File: config.mk
export PLATFORM = sky130hd
export DESIGN_NAME = antialiased_line_generator_core
export DESIGN_NICKNAME = d
export VERILOG_FILES = /design/src/hdl/alg_pkg.sv /design/src/hdl/alg_ctrl.sv /design/src/hdl/alg_dpath.sv /design/src/hdl/antialiased_line_generator_core.sv
export SDC_FILE = /design/constraint.sdc
export NUM_CORES = 1
export LEC_CHECK = 0
export BUFFER_PORTS_ARGS = -buffer_cell sky130_fd_sc_hd__buf_2
export CAP_MARGIN = 20
export CORE_AREA = 3 3 201 203
export DETAILED_ROUTE_END_ITERATION = 10
export DIE_AREA = 0 0 204 206
export PLACE_DENSITY = 0.67
export SETUP_SLACK_MARGIN = 0.5
export SYNTH_ARGS = -nofsm -noshare
export SYNTH_HDL_FRONTEND = slang
export SYNTH_HIERARCHICAL = 1
export SYNTH_SLANG_ARGS = --single-unit
File: constraint.sdc
create_clock -name aclk -period 12.8 [get_ports aclk]
set_clock_uncertainty 0.15 [all_clocks]
set_input_delay 0.64 -clock aclk [delete_from_list [all_inputs] [get_ports aclk]]
set_output_delay 0.64 -clock aclk [all_outputs]
set_load 0.05 [all_outputs]
File: src/hdl/alg_pkg.sv
// Shared types, constants and codes for the antialiased line generator.
`timescale 1ns / 1ps

package alg_pkg;

    // Default geometry
    localparam int COORD_BITS_DEF = 12;
    localparam int FRAC_BITS_DEF  = 16;

    // Pixel brightness
    localparam int            LEVEL_W    = 8;
    localparam logic [7:0]    LEVEL_FULL = 8'd255;
    localparam logic [7:0]    LEVEL_HALF = 8'd127;
    localparam logic [7:0]    LEVEL_ZERO = 8'd0;

    // Request codes carried by req_type
    typedef enum logic {
        REQ_LOAD = 1'b0,
        REQ_STEP = 1'b1
    } req_type_t;

    // Controller states
    typedef enum logic [2:0] {
        ST_IDLE,
        ST_DIV,
        ST_SLOPE,
        ST_ICPT,
        ST_FIRST,
        ST_SECOND,
        ST_INTERIOR
    } state_t;

    // Which column pair the datapath puts into the output register
    typedef enum logic [1:0] {
        SEL_FIRST,
        SEL_SECOND,
        SEL_INTERIOR
    } emit_sel_t;

    // Controller to datapath commands
    typedef struct packed {
        logic      load;
        logic      div_step;
        logic      slope_set;
        logic      icpt_set;
        logic      emit;
        emit_sel_t sel;
        logic      advance;
    } ctrl_cmd_t;

    // Datapath to controller status
    typedef struct packed {
        logic div_last;
        logic last_second;
        logic last_interior;
    } dp_status_t;

endpackage

File: src/hdl/alg_ctrl.sv
// Controller state machine: sequences load, gradient division and column emission.
`timescale 1ns / 1ps

module alg_ctrl (
    input  logic                  aclk,
    input  logic                  aresetn,
    input  logic                  s_valid,
    output logic                  s_ready,
    input  logic                  s_req_type,
    output logic                  m_valid,
    input  logic                  m_ready,
    output alg_pkg::ctrl_cmd_t    cmd,
    input  alg_pkg::dp_status_t   status
);

    alg_pkg::state_t state_reg, state_next;
    logic            m_valid_reg, m_valid_next;
    logic            open_state;
    logic            take;
    logic            accept;
    logic            is_load;

    // State and output-valid registers
    always_ff @(posedge aclk) begin
        if (!aresetn) begin
            state_reg   <= alg_pkg::ST_IDLE;
            m_valid_reg <= 1'b0;
        end else begin
            state_reg   <= state_next;
            m_valid_reg <= m_valid_next;
        end
    end

    // Accept in idle and emit states when the output slot is free or draining
    assign open_state = (state_reg == alg_pkg::ST_IDLE) || (state_reg == alg_pkg::ST_FIRST) ||
                        (state_reg == alg_pkg::ST_SECOND) ||
                        (state_reg == alg_pkg::ST_INTERIOR);
    assign take    = open_state && (!m_valid_reg || m_ready);
    assign accept  = s_valid && take;
    assign is_load = (s_req_type == alg_pkg::REQ_LOAD);
    assign s_ready = take;
    assign m_valid = m_valid_reg;

    // Next state and commands
    always_comb begin
        cmd          = '0;
        cmd.sel      = alg_pkg::SEL_FIRST;
        state_next   = state_reg;
        m_valid_next = m_valid_reg && !m_ready;
        case (state_reg)
            alg_pkg::ST_DIV: begin
                cmd.div_step = 1'b1;
                if (status.div_last) begin
                    state_next = alg_pkg::ST_SLOPE;
                end
            end
            alg_pkg::ST_SLOPE: begin
                cmd.slope_set = 1'b1;
                state_next    = alg_pkg::ST_ICPT;
            end
            alg_pkg::ST_ICPT: begin
                cmd.icpt_set = 1'b1;
                state_next   = alg_pkg::ST_FIRST;
            end
            alg_pkg::ST_FIRST: begin
                if (accept && is_load) begin
                    cmd.load   = 1'b1;
                    state_next = alg_pkg::ST_DIV;
                end else if (accept) begin
                    cmd.emit     = 1'b1;
                    cmd.sel      = alg_pkg::SEL_FIRST;
                    m_valid_next = 1'b1;
                    state_next   = alg_pkg::ST_SECOND;
                end
            end
            alg_pkg::ST_SECOND: begin
                if (accept && is_load) begin
                    cmd.load   = 1'b1;
                    state_next = alg_pkg::ST_DIV;
                end else if (accept) begin
                    cmd.emit     = 1'b1;
                    cmd.sel      = alg_pkg::SEL_SECOND;
                    m_valid_next = 1'b1;
                    state_next   = status.last_second ? alg_pkg::ST_IDLE
                                                      : alg_pkg::ST_INTERIOR;
                end
            end
            alg_pkg::ST_INTERIOR: begin
                if (accept && is_load) begin
                    cmd.load   = 1'b1;
                    state_next = alg_pkg::ST_DIV;
                end else if (accept) begin
                    cmd.emit     = 1'b1;
                    cmd.sel      = alg_pkg::SEL_INTERIOR;
                    cmd.advance  = 1'b1;
                    m_valid_next = 1'b1;
                    if (status.last_interior) begin
                        state_next = alg_pkg::ST_IDLE;
                    end
                end
            end
            default: begin
                // Idle: a load starts a line, a step is dropped
                if (accept && is_load) begin
                    cmd.load   = 1'b1;
                    state_next = alg_pkg::ST_DIV;
                end
            end
        endcase
    end

endmodule

File: src/hdl/alg_dpath.sv
// Datapath: endpoint setup, serial gradient divider, intercept accumulator, output register.
`timescale 1ns / 1ps

module alg_dpath #(
    parameter int COORD_BITS = alg_pkg::COORD_BITS_DEF,
    parameter int FRAC_BITS  = alg_pkg::FRAC_BITS_DEF
) (
    input  logic                        aclk,
    input  alg_pkg::ctrl_cmd_t          cmd,
    output alg_pkg::dp_status_t         status,
    input  logic [COORD_BITS-1:0]       s_start_x,
    input  logic [COORD_BITS-1:0]       s_start_y,
    input  logic [COORD_BITS-1:0]       s_end_x,
    input  logic [COORD_BITS-1:0]       s_end_y,
    output logic [COORD_BITS:0]         m_near_px_x,
    output logic [COORD_BITS:0]         m_near_px_y,
    output logic [alg_pkg::LEVEL_W-1:0] m_near_level,
    output logic [COORD_BITS:0]         m_far_px_x,
    output logic [COORD_BITS:0]         m_far_px_y,
    output logic [alg_pkg::LEVEL_W-1:0] m_far_level,
    output logic                        m_last_column
);

    localparam int CW   = COORD_BITS;
    localparam int FW   = FRAC_BITS;
    localparam int OW   = CW + 1;
    localparam int QW   = FW + 1;
    localparam int SW   = FW + 2;
    localparam int IW   = CW + FW + 1;
    localparam int LW   = alg_pkg::LEVEL_W;
    localparam int CNTW = $clog2(FW + 1);

    // Line registers
    logic                 steep_reg;
    logic [CW-1:0]        major_first_reg, major_stop_reg, major_pos_reg;
    logic [CW-1:0]        minor_first_reg, minor_second_reg;
    logic [CW-1:0]        dx_reg;
    logic                 neg_reg;
    logic [CW-1:0]        rem_reg;
    logic [QW-1:0]        quo_reg;
    logic [CNTW-1:0]      cnt_reg;
    logic signed [SW-1:0] slope_reg;
    logic signed [IW-1:0] icpt_reg;

    // Output payload registers
    logic [OW-1:0]        near_x_reg, near_y_reg, far_x_reg, far_y_reg;
    logic [LW-1:0]        near_lvl_reg, far_lvl_reg;
    logic                 last_reg;

    // Endpoint setup signals
    logic [CW-1:0] adx, ady;
    logic          steep;
    logic [CW-1:0] p_ax, p_ay, p_bx, p_by;
    logic          order_swap;
    logic [CW-1:0] ax, ay, bx, by;
    logic [CW-1:0] dx, dy_mag;
    logic          dy_neg;

    // Divider step signals
    logic [OW-1:0] shifted, diff;
    logic          ge;

    // Slope and intercept signals
    logic [QW-1:0]        mag;
    logic signed [SW-1:0] mag_s;
    logic signed [IW-1:0] slope_ext;
    logic signed [IW-1:0] icpt_base;

    // Emit selection signals
    logic [CW-1:0] sel_major;
    logic [OW-1:0] sel_minor, sel_minor_far, major_ext;
    logic [LW-1:0] sel_near_lvl, sel_far_lvl, frac;
    logic          sel_last;

    // Swap axes for steep lines and order endpoints so the major axis rises
    always_comb begin
        adx        = (s_end_x >= s_start_x) ? (s_end_x - s_start_x) : (s_start_x - s_end_x);
        ady        = (s_end_y >= s_start_y) ? (s_end_y - s_start_y) : (s_start_y - s_end_y);
        steep      = ady > adx;
        p_ax       = steep ? s_start_y : s_start_x;
        p_ay       = steep ? s_start_x : s_start_y;
        p_bx       = steep ? s_end_y   : s_end_x;
        p_by       = steep ? s_end_x   : s_end_y;
        order_swap = p_ax > p_bx;
        ax         = order_swap ? p_bx : p_ax;
        ay         = order_swap ? p_by : p_ay;
        bx         = order_swap ? p_ax : p_bx;
        by         = order_swap ? p_ay : p_by;
        dx         = bx - ax;
        dy_neg     = ay > by;
        dy_mag     = dy_neg ? (ay - by) : (by - ay);
    end

    // One quotient bit per cycle: integer bit first, then fraction bits
    always_comb begin
        shifted = (cnt_reg == '0) ? {1'b0, rem_reg} : {rem_reg, 1'b0};
        diff    = shifted - {1'b0, dx_reg};
        ge      = shifted >= {1'b0, dx_reg};
    end

    // Signed gradient and first interior intercept
    always_comb begin
        mag       = (dx_reg == '0) ? (QW'(1) << FW) : quo_reg;
        mag_s     = $signed({1'b0, mag});
        slope_ext = IW'(slope_reg);
        icpt_base = $signed({1'b0, minor_first_reg, {FW{1'b0}}});
    end

    // Status to the controller
    always_comb begin
        status.div_last      = (cnt_reg == CNTW'(FW));
        status.last_second   = ({1'b0, major_stop_reg} <= ({1'b0, major_first_reg} + OW'(1)));
        status.last_interior = (({1'b0, major_pos_reg} + OW'(1)) >= {1'b0, major_stop_reg});
    end

    // Select the column pair to emit
    always_comb begin
        frac = icpt_reg[FW-1 -: LW];
        case (cmd.sel)
            alg_pkg::SEL_SECOND: begin
                sel_major    = major_stop_reg;
                sel_minor    = {1'b0, minor_second_reg};
                sel_near_lvl = alg_pkg::LEVEL_HALF;
                sel_far_lvl  = alg_pkg::LEVEL_ZERO;
                sel_last     = status.last_second;
            end
            alg_pkg::SEL_INTERIOR: begin
                sel_major    = major_pos_reg;
                sel_minor    = icpt_reg[IW-1:FW];
                sel_near_lvl = alg_pkg::LEVEL_FULL - frac;
                sel_far_lvl  = frac;
                sel_last     = status.last_interior;
            end
            default: begin
                sel_major    = major_first_reg;
                sel_minor    = {1'b0, minor_first_reg};
                sel_near_lvl = alg_pkg::LEVEL_HALF;
                sel_far_lvl  = alg_pkg::LEVEL_ZERO;
                sel_last     = 1'b0;
            end
        endcase
        sel_minor_far = sel_minor + OW'(1);
        major_ext     = {1'b0, sel_major};
    end

    // Line setup, division and stepping
    always_ff @(posedge aclk) begin
        if (cmd.load) begin
            steep_reg        <= steep;
            major_first_reg  <= ax;
            major_stop_reg   <= bx;
            minor_first_reg  <= ay;
            minor_second_reg <= by;
            major_pos_reg    <= ax + CW'(1);
            dx_reg           <= dx;
            neg_reg          <= dy_neg;
            rem_reg          <= dy_mag;
            quo_reg          <= '0;
            cnt_reg          <= '0;
        end
        if (cmd.div_step) begin
            rem_reg <= ge ? diff[CW-1:0] : shifted[CW-1:0];
            quo_reg <= {quo_reg[QW-2:0], ge};
            cnt_reg <= cnt_reg + CNTW'(1);
        end
        if (cmd.slope_set) begin
            slope_reg <= neg_reg ? -mag_s : mag_s;
        end
        if (cmd.icpt_set) begin
            icpt_reg <= icpt_base + slope_ext;
        end
        if (cmd.advance) begin
            major_pos_reg <= major_pos_reg + CW'(1);
            icpt_reg      <= icpt_reg + slope_ext;
        end
    end

    // Output register, swapped back for steep lines
    always_ff @(posedge aclk) begin
        if (cmd.emit) begin
            near_x_reg   <= steep_reg ? sel_minor     : major_ext;
            near_y_reg   <= steep_reg ? major_ext     : sel_minor;
            far_x_reg    <= steep_reg ? sel_minor_far : major_ext;
            far_y_reg    <= steep_reg ? major_ext     : sel_minor_far;
            near_lvl_reg <= sel_near_lvl;
            far_lvl_reg  <= sel_far_lvl;
            last_reg     <= sel_last;
        end
    end

    assign m_near_px_x   = near_x_reg;
    assign m_near_px_y   = near_y_reg;
    assign m_near_level  = near_lvl_reg;
    assign m_far_px_x    = far_x_reg;
    assign m_far_px_y    = far_y_reg;
    assign m_far_level   = far_lvl_reg;
    assign m_last_column = last_reg;

endmodule

File: src/hdl/antialiased_line_generator_core.sv
// Top level of the antialiased line generator: controller plus datapath.
//
// Usage:
//   Input channel (s_valid/s_ready): s_req_type selects a load (endpoints in
//   s_start_x/y, s_end_x/y) or a step. A load gives no result and replaces any
//   line in progress. Each step gives one pixel pair on the result channel
//   (m_valid/m_ready): first endpoint, second endpoint, then each interior
//   column in rising order, with m_last_column on the final pair. Steps with
//   no line in progress are consumed and give nothing.
//   A step's pair is registered, appearing in the cycle after it is accepted.
//   Throughput: one step per cycle while the receiver takes results.
//   After a load, s_ready stays low while the gradient divider produces one
//   quotient bit per cycle (the integer bit, then FRAC_BITS fraction bits)
//   and then while the slope and the first intercept are set.
//   Stall: one output register holds the pending pair; while it is full and
//   m_ready is low, s_ready is low.
//   Reset: aresetn (synchronous, active low) drops any line and empties the
//   output register.
`timescale 1ns / 1ps

module antialiased_line_generator_core #(
    parameter int COORD_BITS = alg_pkg::COORD_BITS_DEF,
    parameter int FRAC_BITS  = alg_pkg::FRAC_BITS_DEF
) (
    input  logic                        aclk,
    input  logic                        aresetn,
    input  logic                        s_valid,
    output logic                        s_ready,
    input  logic                        s_req_type,
    input  logic [COORD_BITS-1:0]       s_start_x,
    input  logic [COORD_BITS-1:0]       s_start_y,
    input  logic [COORD_BITS-1:0]       s_end_x,
    input  logic [COORD_BITS-1:0]       s_end_y,
    output logic                        m_valid,
    input  logic                        m_ready,
    output logic [COORD_BITS:0]         m_near_px_x,
    output logic [COORD_BITS:0]         m_near_px_y,
    output logic [alg_pkg::LEVEL_W-1:0] m_near_level,
    output logic [COORD_BITS:0]         m_far_px_x,
    output logic [COORD_BITS:0]         m_far_px_y,
    output logic [alg_pkg::LEVEL_W-1:0] m_far_level,
    output logic                        m_last_column
);

    alg_pkg::ctrl_cmd_t  cmd;
    alg_pkg::dp_status_t status;

    alg_ctrl u_ctrl (
        .aclk       (aclk),
        .aresetn    (aresetn),
        .s_valid    (s_valid),
        .s_ready    (s_ready),
        .s_req_type (s_req_type),
        .m_valid    (m_valid),
        .m_ready    (m_ready),
        .cmd        (cmd),
        .status     (status)
    );

    alg_dpath #(
        .COORD_BITS (COORD_BITS),
        .FRAC_BITS  (FRAC_BITS)
    ) u_dpath (
        .aclk          (aclk),
        .cmd           (cmd),
        .status        (status),
        .s_start_x     (s_start_x),
        .s_start_y     (s_start_y),
        .s_end_x       (s_end_x),
        .s_end_y       (s_end_y),
        .m_near_px_x   (m_near_px_x),
        .m_near_px_y   (m_near_px_y),
        .m_near_level  (m_near_level),
        .m_far_px_x    (m_far_px_x),
        .m_far_px_y    (m_far_px_y),
        .m_far_level   (m_far_level),
        .m_last_column (m_last_column)
    );

endmodule

Word level (Yosys, flattened, before mapping):

Cells that the tools add are included.

* reductions and logical operators: 20
* $add $sub $neg: 18
* bitwise gates (word level): 1
* multiplexer cells: 59
* $lt $le $gt $ge: 8
* eq/ne operators: 14

Operators by type and width (count)
* $mux 12: 20
* $sub 12x12->12: 8
* $mux 17: 4
* $add 29x18->29: 2
* $mux 29: 2
* $mux 3: 14
* $gt 12x12->1: 3
* $add 12x1->13 const B: 2
* $ge 13x12->1: 2
* $pmux 13 s2: 1
* $add 12x1->12 const B: 2
* $ge 12x12->1: 2
* $pmux 12 s2: 1
* $neg 17->18: 1
* $pmux 3 s6: 1
* $add 13x1->13 const B: 1
* $le 12x13->1: 1
* $mux 13: 1
* $logic_not 12->1: 1
* $mux 5: 2
* $eq 3x3->1 const B: 3
* $mux 1: 9
* $ne 3x2->1 const B: 3
* $pmux 3 s3: 1
* other kinds (21): 33

* input bits: 53
* bits in registers: 228
* output and inout bits: 71
* word-level logic and storage cells: 147

Depth between registers and ports, before layout:

* depth in word-level cells: 13
* mapped depth: 53
* gate-level depth less buffers: 44

Cells and area by module:

The synthesis kept the hierarchy.

By module, submodules not included
* alg_dpath: cells each 2022, instances 1, area each 18773.0 um2, seq. area each 6726.5 um2
* alg_ctrl: cells each 57, instances 1, area each 457.9 um2, seq. area each 80.1 um2

Worst setup path after synthesis:

No wires, ideal clock.

* path kind: in2reg
* start point: in s_end_y[0]
* end point: reg u_dpath.rem_reg[2], data pin
* buffers on the path: 10
* data required time: 12.391 ns
* slack: 0.961 ns
* arrival time: 11.430 ns
* library setup time: 0.259 ns
* stages on the path: 47
* cell sequence: inv_1 ha_1 inv_1 fa_1 a21o_1 a21o_1 a21o_1 a21o_1 a21oi_1 o211ai_1 a31oi_1 mux2_2 a31o_2 a221oi_1 o221ai_1 xor2_1 ha_1 nand2_1 [11 not listed] a21o_1 a21oi_2 buf_2 buf_4 clkbuf_1 buf_1 buf_1 nor2_1 o31ai_1 ha_1 ha_1 o21bai_1 a211o_1 a2111o_1 and3_4 or3_1 and3_1 o31a_1

* word-level cells in the longest chain between the ends: 10
* elaborated cells between the ends (all ways): 18
* classes of those cells: add/sub (4); order compare (4); mux (10)

Ends and longest elaborated chain
* start, declared: RTL line antialiased_line_generator_core.sv:33 `input logic [COORD_BITS-1:0] s_end_y,`
* $sub 12x12->12 / $ge 12x12->1 (equally long branches): RTL line alg_dpath.sv:78 `ady = (s_end_y >= s_start_y) ? (s_end_y - s_start_y) : (s_start_y - s_end_y);`
* $mux 12: RTL line alg_dpath.sv:78
* $gt 12x12->1: RTL line alg_dpath.sv:79 `steep = ady > adx;`
* $mux 12, on equally long branches: RTL line alg_dpath.sv:80, alg_dpath.sv:82
* $gt 12x12->1: RTL line alg_dpath.sv:84 `order_swap = p_ax > p_bx;`
* $mux 12, on equally long branches: RTL line alg_dpath.sv:88, alg_dpath.sv:86
* $sub 12x12->12 / $gt 12x12->1 (equally long branches): RTL line alg_dpath.sv:91, alg_dpath.sv:90
* $mux 12 (*): RTL line alg_dpath.sv:91 `dy_mag = dy_neg ? (ay - by) : (by - ay);`
* $mux 12 (*): RTL line alg_dpath.sv:148 `if (cmd.load) begin`
* $mux 12 (*): RTL line alg_dpath.sv:161 `if (cmd.div_step) begin`
* end signal, assigned: RTL line alg_dpath.sv:157 `rem_reg <= dy_mag;`
* end signal, assigned: RTL line alg_dpath.sv:162 `rem_reg <= ge ? diff[CW-1:0] : shifted[CW-1:0];`
* end, declared: RTL line alg_dpath.sv:39 `logic [CW-1:0] rem_reg;`

Mark *: on every way between the ends. The rest lies on a longest branch, timed or not. The select of a mux whose other input is x is not followed.
A chain may end at the register's enable or synchronous reset.

Worst setup path after layout:

* start point: in s_end_y[0]
* end point: reg u_dpath.rem_reg[3], data pin

* word-level cells in the longest chain between the ends: 10
* elaborated cells between the ends (all ways): 18
* classes of those cells: add/sub (4); order compare (4); mux (10)

Ends and longest elaborated chain
* $sub 12x12->12 / $ge 12x12->1 (equally long branches): RTL line alg_dpath.sv:78
* $mux 12: RTL line alg_dpath.sv:78
* $gt 12x12->1: RTL line alg_dpath.sv:79
* $mux 12, on equally long branches: RTL line alg_dpath.sv:80, alg_dpath.sv:82
* $gt 12x12->1: RTL line alg_dpath.sv:84
* $mux 12 (*): RTL line alg_dpath.sv:88 `by = order_swap ? p_ay : p_by;`
* net u_dpath.by[9]: RTL line alg_dpath.sv:55 `logic [CW-1:0] ax, ay, bx, by;`
* $gt 12x12->1 (*): RTL line alg_dpath.sv:90 `dy_neg = ay > by;`
* $mux 12 (*): RTL line alg_dpath.sv:91
* $mux 12 (*): RTL line alg_dpath.sv:148
* $mux 12 (*): RTL line alg_dpath.sv:161

Mark *: on every way through the listed nets, which the timed path passes. The rest lies on a longest branch. The select of a mux whose other input is x is not followed.

==> run summary <==
===========================================================================================
Syn_area_per_cell                                                                  9.25 um2
Final Hold Violating Endpoints                                                            0
Gates resized, CTS repair                                                                 0
Number of buffers added by the clock tree synthesis step                                 26
Height of the die                                                                    206 um
Unrepaired setup endpoints after global routing                                          no
Detail-routed via count per cell                                                       5.85
Class of the worst hold path                                                   primary input to flop
Final WL                                                                           51500 um
Syn nets                                                                               2313
Via Count                                                                             15833
Clock-pin slew on the worst setup and hold paths                                      60 ps
Synth Instances                                                                        2079
Slowest stage cell on the critical path                                        sky130_fd_sc_hd__o21ai_4
Required time of the critical path                                                 13070 ps
Shortest period the worst path allows                                              11390 ps
DRC viols                                                                                 0
Worst stage delay on the critical path                                               790 ps
Count of final max-slew check failures                                                    0
First-pass DRT Iterations                                                                 5
Final number of setup-violating endpoints                                                 0
Total setup buffers inserted after CTS                                                    0
Via count of the first global-routing pass                                            15130
Global-route wire length before repair                                             82200 um
Initial Util                                                                          0.498
Count of maximum capacitance violations                                                   0
Filler cell count in the final layout                                                  3435
Arr. time, crit path                                                               11670 ps
Type of origin of the critical path                                            primary input
Slew at the pin with the worst max-slew slack                                       1030 ps
Max reg flops                                                                            29
Overall Global Routing Usage                                                          0.243
Antenna fix cells                                                                         0
Estimated wirelength of the detail-placed design                                   40100 um
Crit-path max FO                                                                         58
Antenna violations before repair                                                          0
Area occupied by multi-input gates                                                11500 um2
Clock tree buffer depth                                                                   3
Area of the die                                                                   42000 um2
Final nets                                                                             2403
Most repeated library cell on the critical path                                sky130_fd_sc_hd__a21o_1
Clock root buffer master                                                       sky130_fd_sc_hd__clkbuf_16
Endpoint type of the worst setup path                                                  flop
Maximum number of pins on one net before global-route repair                             72
EDFF count, synth                                                                       224
Start-to-end type of the worst setup path                                      primary input to flop
Count of clock tree sinks                                                               228
Sum Neg Setup Slack                                                                    0 ps
Syn Std Cell Area                                                                 19200 um2
Commonest non-fill, non-tap cell in the layout                                 sky130_fd_sc_hd__edfxtp_1
Remaining global-route overflow                                                           0
Final period util                                                                     0.890
Run status                                                                     finished, final reports clean
Final GP Congestion                                                                   0.916
Ys async rst share                                                                        0
Number of placement rows                                                                 72
Hold-fix buffers at CTS                                                                   0
Top-Level Pins                                                                          124
Number of design-rule violations left by the first detailed-router iteration           1096
Share of post-route cells with drive strength above 1                                 0.124
Number of buffer cells added on primary ports                                           123
Top library cells by usage in the layout, fill and taps aside                  sky130_fd_sc_hd__edfxtp_1 (224), sky130_fd_sc_hd__ha_1 (173), sky130_fd_sc_hd__nor2_1 (171)
Deepest level of the CTS H-tree                                                           1
Maximum clock frequency                                                            87.8 MHz
Die outline width                                                                    204 um
Max_slew headroom                                                                     0.306
Later-pin clock latency in the skew report                                           560 ps
Number of unique standard cell types used by synthesis                                   97
Sequential standard cell area                                                      6810 um2
Proportion of synthesized chip area in sequential cells                               0.354
Post-DRT Antenna Nets                                                                     0
Primary flip-flop cell chosen by synthesis mapping                             sky130_fd_sc_hd__edfxtp_1
Yosys warns                                                                               6
Routed wirelength normalized by instance count                                      19.0 um
Yosys reg bits                                                                          228
Layout Area Growth over Synthesis                                                     9.88%
CTS tree                                                                               done
Core Area                                                                         38600 um2
===========================================================================================
==> synthesized netlist by cell type (6+ instances only) <==
| cell type | n | share of area |
|---|---|---|
| sky130_fd_sc_hd__a22oi_1 | 26 | 0.010 |
| sky130_fd_sc_hd__nand4_1 | 21 | 0.0068 |
| sky130_fd_sc_hd__a311oi_1 | 10 | 0.0046 |
| sky130_fd_sc_hd__o21bai_1 | 10 | 0.0039 |
| sky130_fd_sc_hd__and3_1 | 9 | 0.0029 |
| sky130_fd_sc_hd__fa_1 | 8 | 0.0083 |
| sky130_fd_sc_hd__or4_1 | 7 | 0.0027 |
| sky130_fd_sc_hd__xnor2_1 | 67 | 0.031 |
| sky130_fd_sc_hd__inv_1 | 170 | 0.033 |
| sky130_fd_sc_hd__mux2i_1 | 100 | 0.052 |
| sky130_fd_sc_hd__buf_2 | 9 | 0.0023 |
| sky130_fd_sc_hd__a221oi_1 | 9 | 0.0041 |
| sky130_fd_sc_hd__and2_1 | 36 | 0.012 |
| sky130_fd_sc_hd__buf_1 | 19 | 0.0037 |
| sky130_fd_sc_hd__or2_2 | 11 | 0.0036 |
| sky130_fd_sc_hd__a31oi_1 | 17 | 0.0055 |
| sky130_fd_sc_hd__a21boi_0 | 16 | 0.0062 |
| sky130_fd_sc_hd__ha_1 | 173 | 0.11 |
| sky130_fd_sc_hd__a21oi_1 | 144 | 0.037 |
| sky130_fd_sc_hd__o21ai_0 | 112 | 0.029 |
| sky130_fd_sc_hd__clkbuf_1 | 47 | 0.0092 |
| sky130_fd_sc_hd__or3_1 | 16 | 0.0052 |
| sky130_fd_sc_hd__o21ai_1 | 9 | 0.0023 |
| sky130_fd_sc_hd__xor2_1 | 52 | 0.024 |
| sky130_fd_sc_hd__mux2_2 | 43 | 0.025 |
| sky130_fd_sc_hd__nor3_1 | 37 | 0.0096 |
| sky130_fd_sc_hd__o21a_1 | 20 | 0.0078 |
| sky130_fd_sc_hd__nor4_1 | 6 | 0.0020 |
| sky130_fd_sc_hd__a211o_1 | 7 | 0.0032 |
| sky130_fd_sc_hd__a211oi_1 | 13 | 0.0051 |
| sky130_fd_sc_hd__edfxtp_1 | 224 | 0.35 |
| sky130_fd_sc_hd__o31ai_1 | 20 | 0.0078 |
| sky130_fd_sc_hd__nor2_1 | 173 | 0.034 |
| sky130_fd_sc_hd__nor2b_1 | 19 | 0.0062 |
| sky130_fd_sc_hd__nand2b_1 | 14 | 0.0046 |
| sky130_fd_sc_hd__nand2_1 | 153 | 0.030 |
| sky130_fd_sc_hd__a21o_1 | 74 | 0.029 |
| sky130_fd_sc_hd__o211ai_1 | 29 | 0.011 |
| sky130_fd_sc_hd__nand3_1 | 50 | 0.013 |
==> cell families (layout without fill, tap and decap cells) <==
kind of cell,Yosys count,count (layout),share of synthesized area
DFF,228,228,0.354
and+or+nand+nor,576,576,0.143
AOI/OAI and AO/OA,577,577,0.198
adders and majority gates,182,182,0.121
buffers and inverters,253,361,0.0515
xor gates and xnor gates,119,119,0.0542
muxes,144,144,0.0778
==> metrics by stage <==
step                      std cells  hold WS, ps   util  instance area [um2]  worst slack (ps)
after floorplan                2079          382      -                19200               961
after global placement         2658          384  0.526                20300              1290
after detailed placement       2659          403  0.526                20300              1120
after CTS                      2705          222  0.547                21100              1670
after global routing           2705          238  0.547                21100               553
final                          2705          250  0.547                21100              1410
==> worst paths after layout <==
kind | from | endpoint | slack (ps) | cells after the start
worst max-delay path | s_end_y[0] | u_dpath/rem_reg[3] | 1410 | 43
worst min-delay path | aresetn | u_ctrl/m_valid | 250 | 2
worst max register to register | u_ctrl/state_reg[2] | u_dpath/m_far_px_y[12] | 7500 | 15
worst min register to register | u_ctrl/m_valid | u_ctrl/m_valid | 410 | 2
==> layout make-up <==
type	count	area share
Multi-Input combinational cell	1598	0.543
Inverter	173	0.0307
Sequential cell	228	0.322
Clock buffer	31	0.0317
Clock inverter	15	0.00580
Tap cell	518	0.0307
Timing Repair Buffer	142	0.0359
==> layer usage <==
layer / part of all wire / global-route usage / wire length [um] / up-vias
li1: - / - / - / 7798
met1: 0.45 / 0.332 / 23000 / 7451
met2: 0.46 / 0.407 / 23900 / 505
met3: 0.058 / 0.0263 / 3000 / 79
met4: 0.031 / 0.0804 / 1600 / 0
met5: 0 / 0 / 0 / -
==> worst max-delay path: cells and delay by family <==
family	cells	cell delay [ps]
buffers and inverters	7	1600
AOI/OAI and AO/OA	22	5560
muxes	1	350
xor gates and xnor gates	1	170
adders and majority gates	5	1580
and+or+nand+nor	7	1710
Power is left out: the tool's default activity adds up to more than one toggle a clock period on the data nets, which glitch-free logic cannot reach.
